### config.mk
export PLATFORM = sky130hd
export DESIGN_NAME = icf_ctrl
export DESIGN_NICKNAME = d
export VERILOG_FILES = /design/src/rtl/icf_pkg.sv /design/src/rtl/icf_ctrl.sv
export SDC_FILE = /design/constraint.sdc
export NUM_CORES = 1
export LEC_CHECK = 0
export ABC_AREA = 1
export ABC_CLOCK_PERIOD_IN_PS = 1300
export BUFFER_PORTS_ARGS = -buffer_cell sky130_fd_sc_hd__buf_2
export CAP_MARGIN = 20
export CELL_PAD_IN_SITES_DETAIL_PLACEMENT = 1
export CELL_PAD_IN_SITES_GLOBAL_PLACEMENT = 2
export CORE_MARGIN = 3
export CORE_UTILIZATION = 19
export CTS_CLUSTER_DIAMETER = 120
export CTS_CLUSTER_SIZE = 8
export DETAILED_ROUTE_END_ITERATION = 8
export GPL_ROUTABILITY_DRIVEN = 1
export HOLD_SLACK_MARGIN = 0.08
export MAX_ROUTING_LAYER = met4
export PLACE_DENSITY = 0.72
export SETUP_SLACK_MARGIN = 0.3
export SYNTH_ARGS = -nofsm -noshare
export SYNTH_HDL_FRONTEND = slang
export SYNTH_SLANG_ARGS = --single-unit
### constraint.sdc
create_clock -name clk -period 1.3 [get_ports clk]
set_input_delay 0.195 -clock clk [delete_from_list [all_inputs] [get_ports clk]]
set_output_delay 0.195 -clock clk [all_outputs]
set_load 0.05 [all_outputs]
### src/rtl/icf_pkg.sv
// ----------------------------------------------------------------------------
// icf_pkg: shared types and constants for the constant folding stream
// opcodes, table sizes, controller to datapath command and status structs
// ----------------------------------------------------------------------------
package icf_pkg;

  localparam int VALUE_SLOTS = 1024;
  localparam int LOCAL_SLOTS = 64;
  localparam int SLOT_W = $clog2(VALUE_SLOTS);
  localparam int LOCAL_W = $clog2(LOCAL_SLOTS);

  // epoch mark kept beside each slot tag, bumped by every start
  localparam int EPOCH_W = 8;
  localparam logic [EPOCH_W-1:0] EPOCH_LAST = '1;

  localparam logic [4:0] OP_CONST = 5'd0;
  localparam logic [4:0] OP_COPY = 5'd1;
  localparam logic [4:0] OP_STLOCAL = 5'd2;
  localparam logic [4:0] OP_LDLOCAL = 5'd3;
  localparam logic [4:0] OP_ADDRLOCAL = 5'd4;
  localparam logic [4:0] OP_MEMSTORE = 5'd5;
  localparam logic [4:0] OP_BRIF = 5'd6;
  localparam logic [4:0] OP_BR = 5'd7;
  localparam logic [4:0] OP_LABEL = 5'd8;
  localparam logic [4:0] OP_CALL = 5'd9;
  localparam logic [4:0] OP_ADD = 5'd10;
  localparam logic [4:0] OP_SUB = 5'd11;
  localparam logic [4:0] OP_MUL = 5'd12;
  localparam logic [4:0] OP_DIV = 5'd13;
  localparam logic [4:0] OP_MOD = 5'd14;
  localparam logic [4:0] OP_AND = 5'd15;
  localparam logic [4:0] OP_OR = 5'd16;
  localparam logic [4:0] OP_XOR = 5'd17;
  localparam logic [4:0] OP_SHL = 5'd18;
  localparam logic [4:0] OP_SAR = 5'd19;
  localparam logic [4:0] OP_CMP = 5'd20;
  localparam logic [4:0] OP_NOP = 5'd21;

  localparam logic [2:0] CK_EQ = 3'd0;
  localparam logic [2:0] CK_NE = 3'd1;
  localparam logic [2:0] CK_LT = 3'd2;
  localparam logic [2:0] CK_LE = 3'd3;
  localparam logic [2:0] CK_GT = 3'd4;
  localparam logic [2:0] CK_GE = 3'd5;

  localparam logic [10:0] SLOT_NONE = 11'h7FF;
  localparam logic [63:0] SMIN = 64'h8000_0000_0000_0000;

  // controller to datapath
  typedef struct packed {
    logic load;      // capture input item, launch table reads
    logic decide;    // operands valid, evaluate instruction
    logic div_go;    // start divider
    logic mul_lo;    // first mul partial product step
    logic mul_hi;    // second mul step
    logic finish;    // commit result and table writes
    logic clr;       // clear one slot tag
  } icf_cmd_t;

  // datapath to controller
  typedef struct packed {
    logic need_div;
    logic need_mul;
    logic div_done;
    logic need_clr;  // start would wrap the epoch
    logic clr_last;  // clearing pass at its last tag
  } icf_sts_t;

endpackage

### src/rtl/icf_ctrl.sv
// ----------------------------------------------------------------------------
// icf_ctrl: sequencing of one instruction
// tag clearing pass, read, decide, optional multiply or divide steps
// ----------------------------------------------------------------------------
module icf_ctrl import icf_pkg::*; (
  input  logic     clk,
  input  logic     rst,
  input  logic     in_valid,
  output logic     in_ready,
  output logic     out_valid,
  input  logic     out_ready,
  output icf_cmd_t cmd,
  input  icf_sts_t sts
);

  localparam logic [2:0] S_IDLE = 3'd0;
  localparam logic [2:0] S_READ = 3'd1;
  localparam logic [2:0] S_MUL1 = 3'd2;
  localparam logic [2:0] S_MUL2 = 3'd3;
  localparam logic [2:0] S_DIV = 3'd4;
  localparam logic [2:0] S_INIT = 3'd5;
  localparam logic [2:0] S_CLR = 3'd6;

  logic [2:0] state;
  logic [2:0] state_next;
  logic       out_free;

  // output register frees when empty or taken this cycle
  assign out_free = !out_valid || out_ready;
  assign in_ready = (state == S_IDLE);

  always_comb begin
    state_next = state;
    cmd = '0;
    unique case (state)
      S_INIT: begin
        cmd.clr = 1'b1;
        if (sts.clr_last) state_next = S_IDLE;
      end
      S_IDLE: begin
        if (in_valid) begin
          cmd.load = 1'b1;
          state_next = S_READ;
        end
      end
      S_READ: begin
        if (sts.need_clr) begin
          state_next = S_CLR;
        end else begin
          cmd.decide = 1'b1;
          if (sts.need_div) begin
            cmd.div_go = 1'b1;
            state_next = S_DIV;
          end else if (sts.need_mul) begin
            cmd.mul_lo = 1'b1;
            state_next = S_MUL1;
          end else if (out_free) begin
            cmd.finish = 1'b1;
            state_next = S_IDLE;
          end
        end
      end
      S_CLR: begin
        cmd.clr = 1'b1;
        if (sts.clr_last) state_next = S_READ;
      end
      S_MUL1: begin
        cmd.mul_hi = 1'b1;
        state_next = S_MUL2;
      end
      S_MUL2: begin
        if (out_free) begin
          cmd.finish = 1'b1;
          state_next = S_IDLE;
        end
      end
      S_DIV: begin
        if (sts.div_done) state_next = S_MUL2;
      end
      default: state_next = S_IDLE;
    endcase
  end

  always_ff @(posedge clk) begin
    if (rst) begin
      state <= S_INIT;
      out_valid <= 1'b0;
    end else begin
      state <= state_next;
      if (cmd.finish) out_valid <= 1'b1;
      else if (out_ready) out_valid <= 1'b0;
    end
  end

  a_ready_idle: assert property (@(posedge clk) disable iff (rst)
    in_ready |-> state == S_IDLE)
    else $error("ready outside idle");
  a_load_goes_read: assert property (@(posedge clk) disable iff (rst)
    cmd.load |=> state == S_READ)
    else $error("load did not enter read");
  a_finish_sets_valid: assert property (@(posedge clk) disable iff (rst)
    cmd.finish |=> out_valid)
    else $error("finish lost result");
  a_no_overwrite: assert property (@(posedge clk) disable iff (rst)
    (out_valid && !out_ready) |-> !cmd.finish)
    else $error("result overwritten");

endmodule

==> reports/metrics.csv <==
stage;metric;value;unit
run_status;status;finished, violations left;
run_status;violations;setup timing;
synth;synthArstFlopShare;0;%
placed_design;dpl.hpwl;1040;um
sta;finalSetupViolations;8;
worst_setup_path;path_max_fanout;5;
routing;avgRoutedWirePerCell;12.4;um
power_and_ir_drop;p_leak;0.370;nW
routing;vias;488;
synth;synth.area.top_cells;dfxtp_1 (23%), nand2_1 (13%), nor3_1 (8.6%), inv_1 (7.5%), nand2_2 (7.2%);
cts;cts_tree;done;
global_routing;track_usage;13.9;%
floorplan;initial_core_util;21.7;%
sta;rsz0062_at_grt;true;
power_and_ir_drop;ir_worst_vdd;699;uV
run;cap_viol_max_count;0;
cts;clkSinkCount;4;
power_and_ir_drop;p_seq_share;18.7;%
sta;slew_violations;0;
synth;synthTopCellsByCount;nand2_1 (12), inv_1 (7), nor3_1 (6);
cells_and_area;drive_gt1_share;70.3;%
worst_setup_path;cp.arrival;1290;ps
power_and_ir_drop;p_switching;0.493;mW
cts;htreeDepth;1;
synth;synthFlopType;dfxtp_1;
worst_setup_path;crit_required;1110;ps
sta;slew_headroom;86.0;%
sta;min_period_over_period;114;%
worst_setup_path;r2r_setup_slack;30;ps
global_routing;first_global_vias;543;
cts;clk_latency;230;ps
floorplan;fp.dieArea;2390;um^2
global_routing;antenna_found_initial;0;
floorplan;rows;14;
power_and_ir_drop;power.internal;0.559;mW
routing;drcViolationCount;0;
floorplan;io_pins;18;
synth;synth.distinct_cells;18;
routing;finalWirelength;1420;um
floorplan;die_x;48.9;um
synth;yosysWarningCount;0;
routing;drtIter0Drc;5;
sta;setup_tns;-863;ps
power_and_ir_drop;netSwitchingFraction;46.8;%
synth;syn_area;349;um^2
placed_design;portBuffers;17;
synth;synthCells;58;
worst_setup_path;path_class;flip-flop to output pin;
routing;vias_per_cell;4.24;
global_routing;grt_max_degree;7;
cts;root_buffer;clkbuf_4;
synth;synth_top_area_share;22.9;%
cells_and_area;syn2layout_area_growth;124;%
global_routing;grt_overflow;0;
sta;holdWs;179;ps
hold_path;holdCritPathClass;primary input to flip-flop;
synth;avgSynthCellArea;6.02;um^2
routing;ant_nets;0;
sta;fmax;0.674;GHz
sta;final.min_clock_period;1480;ps
cells_and_area;final_util;48.4;%
cells_and_area;final_nets;102;
synth;synth-edff-count;0;
cells_and_area;diodes;0;
floorplan;die_h;48.9;um
global_routing;grt_pass1_wl;2440;um
synth;yosys.area.top_type;dfxtp_1;
sta;skew;3.26;ps
sta;fin_ws;-183;ps
power_and_ir_drop;combPwrFrac;67.4;%
cts;clockBufferDepth;2;
floorplan;core-area;1610;um^2
cts;clk_pin_slew;30;ps
worst_setup_path;crit_path_start_kind;flip-flop;
routing;first_pass_iters;4;
placed_design;routabilityCongestion;0.745;
synth;ys_ff_latch;4;
power_and_ir_drop;clkPwrFrac;13.9;%
sta;worst_pin_slew;209;ps
power_and_ir_drop;p_per_area;1350;nW/um^2
cts;cts-buffers-inserted;3;
worst_setup_path;worstSetupEndpointType;output pin;
synth;ys_seq_area_share;22.9;%
synth;synth.most_common_cell;nand2_1;
sta;finalHoldViolCount;0;
synth;syn-num-nets;67;
power_and_ir_drop;power.total;1.05;mW
-- worst max-delay path, cell delays in order, from the launching register on --
cell and delay (ps):
dfxtp_4 350, inv_4 60, nor3_4 150, inv_2 110, nor3_4 190, buf_6 180
-- power groups by stage --
stage | registers, mW | logic (mW) | clock network [mW]
after floorplan | 0.185 | 0.402 | 0
after global placement | 0.189 | 0.521 | 0
after detailed placement | 0.190 | 0.525 | 0
after CTS | 0.196 | 0.673 | 0.158
after global routing | 0.201 | 0.761 | 0.173
final | 0.197 | 0.709 | 0.147
-- cell usage in the layout, fill, tap and decap left out --
cell,Yosys,routed
buf_4,0,12
nand2_4,0,1
nor2_4,1,5
clkbuf_4,0,3
inv_2,4,4
o21ai_1,3,3
nand3_1,1,1
o21ai_2,1,2
a21oi_1,3,2
inv_4,0,1
nand2_1,12,12
buf_6,1,7
buf_8,0,4
nand2_2,4,3
a21oi_2,1,1
nor3_1,6,1
inv_1,7,6
nor2_2,3,2
buf_2,0,8
nand3b_1,1,1
dfxtp_2,0,1
dfxtp_4,0,3
a21oi_4,0,1
nor3_4,0,5
or2_4,0,1
nor2_1,4,1
-- worst paths after layout --
check               to  cells after the start      start
min           state[1]                      2        rst
min reg2reg  out_valid                      2  out_valid
max             cmd[3]                      5   state[0]
max reg2reg   state[0]                      9   state[1]
-- area by class of cell --
cell class              count  area [um^2]
fillers                   210          831
multi-input cells          42          323
repair buffers             31          269
inverters                  11         43.8
clock buffers               3         22.5
flip-flops and latches      4         92.6
well taps                  24         30.0
-- flip-flops by register name (all words and copies together) (netlist names) --
name,count
out_valid,1
state,3
-- kinds of logic (layout without fill, tap and decap cells) --
family / count (synthesis) / in the layout / share of synthesized area (%)
flip-flops: 4 / 4 / 22.9
AND/OR/NAND/NOR: 33 / 33 / 47.0
AO/OA/AOI/OAI: 9 / 9 / 15.1
buffers and inverters: 12 / 45 / 15.1
-- through the flow --
step	cell area [um^2]	cells	worst slack, ps
after floorplan	432	58	-57.8
after global placement	603	107	-59.0
after detailed placement	603	107	-80.4
after CTS	756	115	-175
after global routing	781	115	-254
final	781	115	-183
-- metal layers --
| metal | routed length, um | share of wire, % | global-route usage (%) | up-vias |
|---|---|---|---|---|
| met5 | 0 | 0 | - | - |
| met4 | 0 | 0 | 5.69 | 0 |
| met3 | 49 | 3.4 | 4.28 | 0 |
| met2 | 799 | 56 | 24.2 | 13 |
| met1 | 574 | 40 | 14.6 | 226 |
| li1 | - | - | - | 249 |
-- timing repair --
action,4_1_cts,5_1_grt
hold buffers,0,0
gates cloned,0,0
setup endpoints to repair,12,13
gates resized for setup,30,6
setup buffers,5,0
pin swaps,4,1
(Power assumes the default switching activity.)
